File: src/lpdt_pkg.sv
// Shared constants and types for the lap period to DAC unit.
// Used by lpdt_div, the top level and the checker. No dependencies.
`default_nettype none

package lpdt_pkg;

	localparam int DAC_BITS  = 12;
	localparam int CODE_W    = DAC_BITS;
	localparam int STAMP_W   = 32;
	localparam int SEC_W     = 16;
	localparam int MS_W      = 10;
	localparam int CNT_W     = 16;
	localparam int TRIM_W    = DAC_BITS + 1;
	localparam int LAPS_W    = 8;
	localparam int LAPCFG_W  = 7;
	localparam int CFG10_W   = 10;
	localparam int DIV_W     = 32;
	localparam int DVSR_W    = 10;
	localparam int DIV_CNT_W = $clog2(DIV_W + 1);
	localparam int E_W       = DAC_BITS + 16;
	localparam int SUM_W     = TRIM_W + 2;
	localparam int ADDR_W    = 4;
	localparam int APB_W     = 32;

	localparam logic [CODE_W-1:0] DAC_FULL = '1;
	localparam logic [DVSR_W-1:0] MS_PER_S = DVSR_W'(1000);
	localparam logic [DVSR_W-1:0] MS_FULL  = DVSR_W'(999);
	localparam logic [SEC_W-1:0]  SEC_SAT  = '1;

	localparam logic signed [E_W-1:0] E_CODE_GAIN = E_W'(5000);
	localparam logic signed [E_W-1:0] E_CNT_GAIN  = E_W'(3 << (DAC_BITS - 4));
	localparam logic signed [E_W-1:0] E_TOL_GAIN  = E_W'(3 << (DAC_BITS - 5));

	localparam logic signed [TRIM_W-1:0] TRIM_MAX = {1'b0, {(TRIM_W-1){1'b1}}};
	localparam logic signed [TRIM_W-1:0] TRIM_MIN = {1'b1, {(TRIM_W-1){1'b0}}};

	typedef enum logic [1:0] {
		REG_LAP_COUNT   = 2'd0,
		REG_MAX_SECONDS = 2'd1,
		REG_TOLERANCE   = 2'd2,
		REG_DAC_OFFSET  = 2'd3
	} lpdt_reg_t;

	typedef enum logic {
		OP_PULSE    = 1'b0,
		OP_READBACK = 1'b1
	} lpdt_op_t;

	typedef struct packed {
		logic              start;
		logic [DIV_W-1:0]  dividend;
		logic [DVSR_W-1:0] divisor;
	} lpdt_div_req_t;

	typedef struct packed {
		logic              done;
		logic [DIV_W-1:0]  quot;
		logic [DVSR_W-1:0] rem;
	} lpdt_div_rsp_t;

	typedef struct packed {
		logic signed [TRIM_W-1:0] trim;
		logic                     flag;
	} lpdt_adj_t;

endpackage

`default_nettype wire

File: src/lpdt_div.sv
// Bit-serial restoring divider, one quotient bit per cycle, narrow divisor.
// Depends on lpdt_pkg for widths and the request and response types.
`default_nettype none

module lpdt_div
	import lpdt_pkg::*;
(
	input  wire           clk,
	input  wire           arst_n,
	input  lpdt_div_req_t req,
	output lpdt_div_rsp_t rsp
);

	logic [DIV_W-1:0]     quo_q;
	logic [DVSR_W-1:0]    rem_q;
	logic [DVSR_W-1:0]    dvsr_q;
	logic [DIV_CNT_W-1:0] cnt_q;
	logic                 busy_q;
	logic                 done_q;

	logic [DVSR_W:0]   trial;
	logic              ge;
	logic [DVSR_W-1:0] rem_nx;

	assign trial  = {rem_q, quo_q[DIV_W-1]};
	assign ge     = trial >= {1'b0, dvsr_q};
	assign rem_nx = ge ? DVSR_W'(trial - {1'b0, dvsr_q}) : trial[DVSR_W-1:0];

	always_ff @(posedge clk or negedge arst_n) begin
		if (!arst_n) begin
			busy_q <= 1'b0;
			done_q <= 1'b0;
			cnt_q  <= '0;
		end else begin
			done_q <= !req.start && busy_q && (cnt_q == DIV_CNT_W'(1));
			if (req.start) begin
				busy_q <= 1'b1;
				cnt_q  <= DIV_CNT_W'(DIV_W);
			end else if (busy_q) begin
				cnt_q <= cnt_q - DIV_CNT_W'(1);
				if (cnt_q == DIV_CNT_W'(1))
					busy_q <= 1'b0;
			end
		end
	end

	always_ff @(posedge clk) begin
		if (req.start) begin
			quo_q  <= req.dividend;
			rem_q  <= '0;
			dvsr_q <= req.divisor;
		end else if (busy_q) begin
			quo_q <= {quo_q[DIV_W-2:0], ge};
			rem_q <= rem_nx;
		end
	end

	assign rsp.done = done_q;
	assign rsp.quot = quo_q;
	assign rsp.rem  = rem_q;

endmodule

`default_nettype wire

File: src/lap_period_to_dac_with_trim_unit.sv
// Lap period timer with trimmed DAC codes: top level, registers and control.
// Depends on lpdt_pkg and two instances of the serial divider lpdt_div.
//
// Usage: items enter on the s_axis channel. s_axis_tuser selects a pulse
// (stamp in s_axis_tdata) or a converter readback (two counts in tdata).
// Every item gives exactly one result on m_axis: the held period, both
// trimmed DAC codes, a period-done flag and a readback request flag.
// Write the registers over the APB port only while no item is in flight;
// the block itself does not enforce this. One item is worked on at a time,
// and the next item is taken only once the last one has left the final
// state. The time is spent in the bit-serial divider: 32 steps for seconds
// and milliseconds of the period when a pulse completes it, then 32 steps
// for both scaled codes at once.
// s_axis_tready is high only while no item is in work. The result sits in an
// output register, so a new item is taken while it waits; if the receiver
// stalls, the next result waits in the final state until the register frees.
// Reset clears the period state, the trims and the flags and loads the
// register defaults; the block is ready in the first cycle after reset.
`default_nettype none

module lap_period_to_dac_with_trim_unit
	import lpdt_pkg::*;
(
	input  wire               clk,
	input  wire               arst_n,
	input  wire               s_axis_tvalid,
	output logic              s_axis_tready,
	// stamp_ms [31:0], readback_seconds [47:32], readback_millis [63:48]
	input  wire  [63:0]       s_axis_tdata,
	// opcode [0]
	input  wire  [0:0]        s_axis_tuser,
	output logic              m_axis_tvalid,
	input  wire               m_axis_tready,
	// seconds [15:0], millis [25:16], code_seconds [37:26],
	// code_millis [49:38], period_done [50], need_readback [51], zero [55:52]
	output logic [55:0]       m_axis_tdata,
	input  wire               psel,
	input  wire               penable,
	input  wire               pwrite,
	input  wire  [ADDR_W-1:0] paddr,
	input  wire  [APB_W-1:0]  pwdata,
	output logic [APB_W-1:0]  prdata,
	output logic              pready
);

	typedef enum logic [7:0] {
		ST_IDLE   = 8'b0000_0001,
		ST_PULSE  = 8'b0000_0010,
		ST_DIVP   = 8'b0000_0100,
		ST_SSTART = 8'b0000_1000,
		ST_SCALE  = 8'b0001_0000,
		ST_ADJE   = 8'b0010_0000,
		ST_ADJU   = 8'b0100_0000,
		ST_FINISH = 8'b1000_0000
	} state_t;

	state_t state_q;

	logic [LAPCFG_W-1:0]     lap_count_q;
	logic [CFG10_W-1:0]      max_seconds_q;
	logic [CFG10_W-1:0]      tolerance_q;
	logic signed [CODE_W-1:0] dac_offset_q;

	logic                    in_op_q;
	logic [STAMP_W-1:0]      in_stamp_q;
	logic signed [CNT_W-1:0] in_rbs_q;
	logic signed [CNT_W-1:0] in_rbm_q;

	logic [STAMP_W-1:0]       last_stamp_q;
	logic [STAMP_W-1:0]       gap_sum_q;
	logic [LAPS_W-1:0]        laps_q;
	logic [SEC_W-1:0]         held_s_q;
	logic [MS_W-1:0]          held_m_q;
	logic signed [TRIM_W-1:0] trim_s_q;
	logic signed [TRIM_W-1:0] trim_m_q;
	logic [1:0]               flags_q;
	logic                     done_q;

	logic [CODE_W-1:0]     base_s_q;
	logic [CODE_W-1:0]     base_m_q;
	logic signed [E_W-1:0] e_s_q;
	logic signed [E_W-1:0] e_m_q;
	logic signed [E_W-1:0] t_q;

	logic [55:0] m_tdata_q;
	logic        m_tvalid_q;

	lpdt_div_req_t div_s_req;
	lpdt_div_req_t div_m_req;
	lpdt_div_rsp_t div_s_rsp;
	lpdt_div_rsp_t div_m_rsp;

	logic                cfg_wr;
	lpdt_reg_t           reg_sel;
	logic                s_acc;
	logic                pulse_hit;
	logic [STAMP_W-1:0]  gap;
	logic [STAMP_W-1:0]  gap_sum_nx;
	logic [LAPS_W-1:0]   laps_nx;
	logic                period_end;
	logic [CODE_W-1:0]   scale_s;
	logic [CODE_W-1:0]   scale_m;
	logic [CODE_W-1:0]   code_s;
	logic [CODE_W-1:0]   code_m;
	logic                out_free;
	lpdt_adj_t           adj_s;
	lpdt_adj_t           adj_m;

	function automatic lpdt_adj_t adj_step(input logic signed [E_W-1:0] e,
			input logic signed [E_W-1:0] t, input lpdt_adj_t cur);
		lpdt_adj_t nx;
		nx = cur;
		if (e > 0 && e > t) begin
			if (cur.trim != TRIM_MAX)
				nx.trim = cur.trim + TRIM_W'(1);
			nx.flag = 1'b1;
		end else if (e > 0) begin
			nx.flag = 1'b0;
		end else if (e < 0 && e < -t) begin
			if (cur.trim != TRIM_MIN)
				nx.trim = cur.trim - TRIM_W'(1);
			nx.flag = 1'b1;
		end else if (e < 0 && e > -t) begin
			nx.flag = 1'b0;
		end
		return nx;
	endfunction

	function automatic logic [CODE_W-1:0] trim_code(input logic [CODE_W-1:0] base,
			input logic signed [CODE_W-1:0] ofs, input logic signed [TRIM_W-1:0] trim);
		logic signed [SUM_W-1:0] sum;
		sum = signed'(SUM_W'(base)) + SUM_W'(ofs) + SUM_W'(trim);
		if (sum < 0)
			return '0;
		else if (sum > signed'(SUM_W'(DAC_FULL)))
			return DAC_FULL;
		else
			return sum[CODE_W-1:0];
	endfunction

	// Configuration port.
	assign pready  = 1'b1;
	assign cfg_wr  = psel & penable & pwrite & pready;
	assign reg_sel = lpdt_reg_t'(paddr[ADDR_W-1:2]);

	always_comb begin
		case (reg_sel)
			REG_LAP_COUNT:   prdata = APB_W'(lap_count_q);
			REG_MAX_SECONDS: prdata = APB_W'(max_seconds_q);
			REG_TOLERANCE:   prdata = APB_W'(tolerance_q);
			REG_DAC_OFFSET:  prdata = APB_W'(unsigned'(dac_offset_q));
			default:         prdata = '0;
		endcase
	end

	always_ff @(posedge clk or negedge arst_n) begin
		if (!arst_n) begin
			lap_count_q   <= LAPCFG_W'(1);
			max_seconds_q <= CFG10_W'(600);
			tolerance_q   <= CFG10_W'(16);
			dac_offset_q  <= '0;
		end else if (cfg_wr) begin
			case (reg_sel)
				REG_LAP_COUNT:   lap_count_q   <= pwdata[LAPCFG_W-1:0];
				REG_MAX_SECONDS: max_seconds_q <= pwdata[CFG10_W-1:0];
				REG_TOLERANCE:   tolerance_q   <= pwdata[CFG10_W-1:0];
				REG_DAC_OFFSET:  dac_offset_q  <= signed'(pwdata[CODE_W-1:0]);
				default: ;
			endcase
		end
	end

	// Pulse bookkeeping.
	assign s_axis_tready = (state_q == ST_IDLE);
	assign s_acc         = s_axis_tvalid & s_axis_tready;
	assign pulse_hit     = (in_op_q == OP_PULSE) && (in_stamp_q != last_stamp_q);
	assign gap           = (last_stamp_q == '0) ? '0 : in_stamp_q - last_stamp_q;
	assign gap_sum_nx    = gap_sum_q + gap;
	assign laps_nx       = laps_q + LAPS_W'(1);
	assign period_end    = pulse_hit && (laps_nx > LAPS_W'(lap_count_q));

	// The seconds divider first splits a finished period, then scales seconds.
	always_comb begin
		div_s_req.start    = (state_q == ST_PULSE && period_end) || (state_q == ST_SSTART);
		div_s_req.dividend = gap_sum_nx;
		div_s_req.divisor  = MS_PER_S;
		if (state_q == ST_SSTART) begin
			div_s_req.dividend = DIV_W'({held_s_q, {CODE_W{1'b0}}}) - DIV_W'(held_s_q);
			div_s_req.divisor  = max_seconds_q;
		end
		div_m_req.start    = (state_q == ST_SSTART);
		div_m_req.dividend = DIV_W'({held_m_q, {CODE_W{1'b0}}}) - DIV_W'(held_m_q);
		div_m_req.divisor  = MS_FULL;
	end

	lpdt_div u_div_s (
		.clk    (clk),
		.arst_n (arst_n),
		.req    (div_s_req),
		.rsp    (div_s_rsp)
	);

	lpdt_div u_div_m (
		.clk    (clk),
		.arst_n (arst_n),
		.req    (div_m_req),
		.rsp    (div_m_rsp)
	);

	assign scale_s = (max_seconds_q == '0) ? DAC_FULL :
		(div_s_rsp.quot > DIV_W'(DAC_FULL)) ? DAC_FULL : div_s_rsp.quot[CODE_W-1:0];
	assign scale_m = (div_m_rsp.quot > DIV_W'(DAC_FULL)) ? DAC_FULL :
		div_m_rsp.quot[CODE_W-1:0];

	assign adj_s = adj_step(e_s_q, t_q, '{trim: trim_s_q, flag: flags_q[0]});
	assign adj_m = adj_step(e_m_q, t_q, '{trim: trim_m_q, flag: flags_q[1]});

	assign code_s   = trim_code(base_s_q, dac_offset_q, trim_s_q);
	assign code_m   = trim_code(base_m_q, dac_offset_q, trim_m_q);
	assign out_free = !m_tvalid_q || m_axis_tready;

	always_ff @(posedge clk or negedge arst_n) begin
		if (!arst_n) begin
			state_q      <= ST_IDLE;
			last_stamp_q <= '0;
			gap_sum_q    <= '0;
			laps_q       <= '0;
			held_s_q     <= '0;
			held_m_q     <= '0;
			trim_s_q     <= '0;
			trim_m_q     <= '0;
			flags_q      <= '0;
			done_q       <= 1'b0;
			m_tvalid_q   <= 1'b0;
		end else begin
			if (m_axis_tready && state_q != ST_FINISH)
				m_tvalid_q <= 1'b0;
			case (state_q)
				ST_IDLE: begin
					if (s_acc) begin
						done_q  <= 1'b0;
						state_q <= ST_PULSE;
					end
				end
				ST_PULSE: begin
					if (period_end)
						state_q <= ST_DIVP;
					else
						state_q <= ST_SSTART;
					if (pulse_hit) begin
						last_stamp_q <= in_stamp_q;
						if (period_end) begin
							gap_sum_q <= '0;
							laps_q    <= LAPS_W'(1);
							flags_q   <= 2'b11;
							done_q    <= 1'b1;
						end else begin
							gap_sum_q <= gap_sum_nx;
							laps_q    <= laps_nx;
						end
					end
				end
				ST_DIVP: begin
					if (div_s_rsp.done) begin
						held_s_q <= (div_s_rsp.quot[DIV_W-1:SEC_W] != '0) ? SEC_SAT :
							div_s_rsp.quot[SEC_W-1:0];
						held_m_q <= div_s_rsp.rem;
						state_q  <= ST_SSTART;
					end
				end
				ST_SSTART: begin
					state_q <= ST_SCALE;
				end
				ST_SCALE: begin
					if (div_s_rsp.done)
						state_q <= ST_ADJE;
				end
				ST_ADJE: begin
					state_q <= ST_ADJU;
				end
				ST_ADJU: begin
					if (in_op_q == OP_READBACK && flags_q != '0) begin
						trim_s_q <= adj_s.trim;
						trim_m_q <= adj_m.trim;
						flags_q  <= {adj_m.flag, adj_s.flag};
					end
					state_q <= ST_FINISH;
				end
				ST_FINISH: begin
					if (out_free) begin
						m_tvalid_q <= 1'b1;
						state_q    <= ST_IDLE;
					end
				end
				default: state_q <= ST_IDLE;
			endcase
		end
	end

	always_ff @(posedge clk) begin
		if (s_acc) begin
			in_op_q    <= s_axis_tuser[0];
			in_stamp_q <= s_axis_tdata[31:0];
			in_rbs_q   <= signed'(s_axis_tdata[47:32]);
			in_rbm_q   <= signed'(s_axis_tdata[63:48]);
		end
		if (state_q == ST_SCALE && div_s_rsp.done) begin
			base_s_q <= scale_s;
			base_m_q <= scale_m;
		end
		if (state_q == ST_ADJE) begin
			e_s_q <= signed'(E_W'(base_s_q)) * E_CODE_GAIN - E_W'(in_rbs_q) * E_CNT_GAIN;
			e_m_q <= signed'(E_W'(base_m_q)) * E_CODE_GAIN - E_W'(in_rbm_q) * E_CNT_GAIN;
			t_q   <= signed'(E_W'(tolerance_q)) * E_TOL_GAIN;
		end
		if (state_q == ST_FINISH && out_free)
			m_tdata_q <= {4'b0000, (flags_q != '0), done_q, code_m, code_s,
				held_m_q, held_s_q};
	end

	assign m_axis_tvalid = m_tvalid_q;
	assign m_axis_tdata  = m_tdata_q;

endmodule

`default_nettype wire

File: config.mk
export PLATFORM = sky130hd
export DESIGN_NAME = lap_period_to_dac_with_trim_unit
export DESIGN_NICKNAME = d
export VERILOG_FILES = /design/src/lpdt_pkg.sv /design/src/lpdt_div.sv /design/src/lap_period_to_dac_with_trim_unit.sv
export SDC_FILE = /design/constraint.sdc
export NUM_CORES = 2
export LEC_CHECK = 0
export BUFFER_PORTS_ARGS = -buffer_cell sky130_fd_sc_hd__buf_4
export CORE_ASPECT_RATIO = 0.6
export CORE_UTILIZATION = 50
export CTS_BUF_LIST = sky130_fd_sc_hd__clkbuf_8 sky130_fd_sc_hd__clkbuf_16
export CTS_CLUSTER_DIAMETER = 40
export DETAILED_ROUTE_END_ITERATION = 16
export PLACE_DENSITY = 0.69
export SYNTH_ARGS = -nofsm -noshare
export SYNTH_HDL_FRONTEND = slang
export SYNTH_SLANG_ARGS = --single-unit
File: constraint.sdc
create_clock -name clk -period 15.5 [get_ports clk]
set_input_delay 1.55 -clock clk [delete_from_list [all_inputs] [get_ports clk]]
set_output_delay 1.55 -clock clk [all_outputs]
set_load 0.05 [all_outputs]
==> results.txt <==
CP Capture Type = flop
Met2 GRT Util = 33.4%
# rows = 75
Critical path required time = 15.87 ns
Die ar. = 0.0721 mm^2
Worst hold path type = flop to flop
Post-synthesis compound-gate area fraction = 14.1%
Slew Viols, Final = 0
Die X = 346 um
Post-Syn Instances = 3490
Post-route clock period utilization = 46.2%
Max Freq = 0.140 GHz
Setup ws final = 8.33 ns
Drt drc = 0
Mapped Avg Cell Area = 10.2 um^2
Netlist Area Pre-Place = 0.0355 mm^2
CP Max Fanout = 5
Post-CTS Setup Inserts = 0
Most common cell in the synthesized netlist = ha_1
Max Cap Viol = 0
Most instantiated cells after synthesis = ha_1, inv_1, edfxtp_1
Total power = 0.00688 W
Yosys top cell area share = 23.4%
Worst-path clk slew = 0.06 ns
Area contributors post-synth = edfxtp_1, ha_1, dfrtp_1, fa_1, xnor2_1
Pin count of the biggest net entering global routing = 71
Run status = finished, final reports clean
CTS Buf Count = 58
Ratio of cells with drive above 1 in the final layout = 12.3%
Yosys cell types = 97
Placer Congestion = 0.922
Top Usage Layer GRT = met1
Die Ht = 208 um
Pre-Repair DR Iteration Count = 6
Register-to-Register Path Depth = 26
Number of synthesized flops with an enable pin = 277
Final setup fails = 0
Drt first-iter violations = 2065
Layout area overhead = 11.5%
Hold path depth = 0
First-pass GRT wire length = 136000 um
Slew headroom = 30.2%
Hold buffer count at cts = 0
WL final = 85200 um
Post-Synth XOR/XNOR Area = 6.12%
Initial antenna violation count = 2
Final Hold Fails = 0
CP startpoint kind = flop
CTS H-tree depth = 2
Initial Utilization = 50.7%
Total Nets Final = 4255
Design area = 0.0396 mm^2
# resized after CTS = 0
CTS tree = done
Leakage power = 18.0 nW
Worst VDD drop = 0.260 mV
PwrDens = 174 mW/mm^2
Clock latency on the worst-skew pair = 0.64 ns
Sequential area share after synthesis = 38.0%
CP Class = flop to flop
Global route overflow = 0
Vias = 26000
Post-route antenna net violation count = 0
Asr flop ratio synth = 39.0%
Post-Synth Simple-Gate Area = 13.4%
Vias in the first global route = 24600
N_diodes = 0
Gr usage total = 23.6%
Met3 GRT Util = 3.92%
Synth Area in Adders = 19.7%
Clock Path Buffers = 3
Fin crit period = 7.17 ns
Finished Core Util = 56.5%
Area after DPL = 0.0376 mm^2
Worst clock skew = 0.0243 ns
Setup tns final = 0 ns
Vias/cell = 5.65
Post-synth top area cell = edfxtp_1
Core area = 0.0700 mm^2
Root Buffer = clkbuf_16
Top Ports = 199
Yosys Warn Count = 0
Most used DFF post-synth = edfxtp_1
Clock sinks = 487
Synthesized flop and latch total = 487
DR WL/cell = 18.5 um
Worst Max-Slew Pin Slew = 1.04 ns
RSZ-0062 raised after global routing = false
Largest family of logic cells by synthesized area = adder cells
Post-synthesis mux area share = 3.99%
Met1 Use GR = 36.6%
Place WS = 8.33 ns
Worst EP arrival = 7.54 ns
Buffers on Ports = 151
Post-DP HPWL = 64900 um
-- cell usage in the layout (no fill, tap or decap), types with 17 or more instances in the layout --
master	n
or2_2	26
mux2_2	90
and2_1	30
nand4_1	43
clkbuf_16	60
buf_4	174
ha_1	427
fa_1	82
a21oi_1	179
a21o_1	92
edfxtp_1	277
inv_1	312
a31oi_1	40
o31ai_1	17
dfrtp_1	183
xnor2_1	158
nor3_1	77
nor4_1	52
nand2_1	242
o211ai_1	19
a211oi_1	36
conb_1	25
nand3_1	60
o21bai_1	26
nor2b_1	47
or3_1	25
dfxtp_1	20
xor2_1	90
o21a_1	69
nand2b_1	37
and3_1	21
nor2_1	239
o21ai_0	155
-- power by group --
| group | total [W] | switching (W) | leakage, nW | internal [W] |
|---|---|---|---|---|
| registers | 0.00199 | 0.000254 | 5.12 | 0.00174 |
| logic | 0.00346 | 0.00201 | 11.9 | 0.00145 |
| clock network | 0.00143 | 0.000616 | 1.02 | 0.000813 |
| total | 0.00688 | 0.00288 | 18.0 | 0.00400 |
-- sequential cells by signal (all words and copies together) (netlist names), 12 cells and up --
register	count
u_div_m.quo_q	32
trim_m_q	13
u_div_s.quo_q	32
m_axis_tdata	52
held_s_q	16
base_s_q	12
trim_s_q	13
e_m_q	25
in_rbs_q	16
in_stamp_q	32
gap_sum_q	32
t_q	12
e_s_q	25
base_m_q	12
in_rbm_q	16
last_stamp_q	32
dac_offset_q	12
-- worst paths after layout --
path	from	end	slack (ns)
max in group asynchronous	arst_n	u_div_m.busy_q	12.40
worst min-delay path	done_q	m_axis_tdata[50]	0.44
worst max register to register	base_m_q[5]	e_m_q[27]	8.33
worst min register to register	done_q	m_axis_tdata[50]	0.44
worst max-delay path	base_m_q[5]	e_m_q[27]	8.33
min in group asynchronous	arst_n	trim_m_q[10]	0.90
-- metrics by stage --
step,hold slack [ns],cells
after global placement,0.431,4502
after detailed placement,0.438,4502
after CTS,0.448,4612
final,0.445,4612
after global routing,0.450,4612
after floorplan,0.420,3513
-- cell families (layout without fill, tap and decap cells) --
family                     after synthesis  count (layout)
DFF                                    487             487
and+or+nand+nor                        957             957
adders and majority gates              509             509
other                                    2              25
buffers and inverters                  413             588
AOI/OAI and AO/OA                      757             757
muxes                                  117             117
xor gates and xnor gates               248             248
-- layout make-up --
class	instances	area (um^2)
fillers	6079	30400
multi-input cells	2613	20500
flip-flops and latches	487	13500
clock buffers	65	1570
repair buffers	175	1320
well taps	924	1160
inverters	303	1140
clock inverters	45	452
-- worst max-delay path: stages (launching register included) --
cell	delay (ns)
edfxtp_1	0.53
inv_1	0.19
fa_1	0.56
inv_1	0.04
ha_1	0.29
fa_1	0.48
ha_1	0.28
inv_1	0.05
fa_1	0.50
inv_1	0.04
ha_1	0.35
a21o_1	0.17
a31o_2	0.22
a41o_1	0.25
or4_1	0.48
and3_1	0.21
o21ai_0	0.13
a21boi_0	0.17
ha_1	0.37
o21ai_0	0.09
nand2b_1	0.14
or4b_2	0.59
o211ai_1	0.15
a21oi_1	0.10
o21ba_2	0.23
o211ai_1	0.18
o31ai_1	0.11
-- layer usage --
metal | part of all wire, % | vias to the layer above
li1 | - | 12800
met1 | 50 | 12500
met2 | 41 | 627
met3 | 6.3 | 116
met4 | 2.7 | 0
met5 | 0 | -
(Power assumes the default switching activity.)
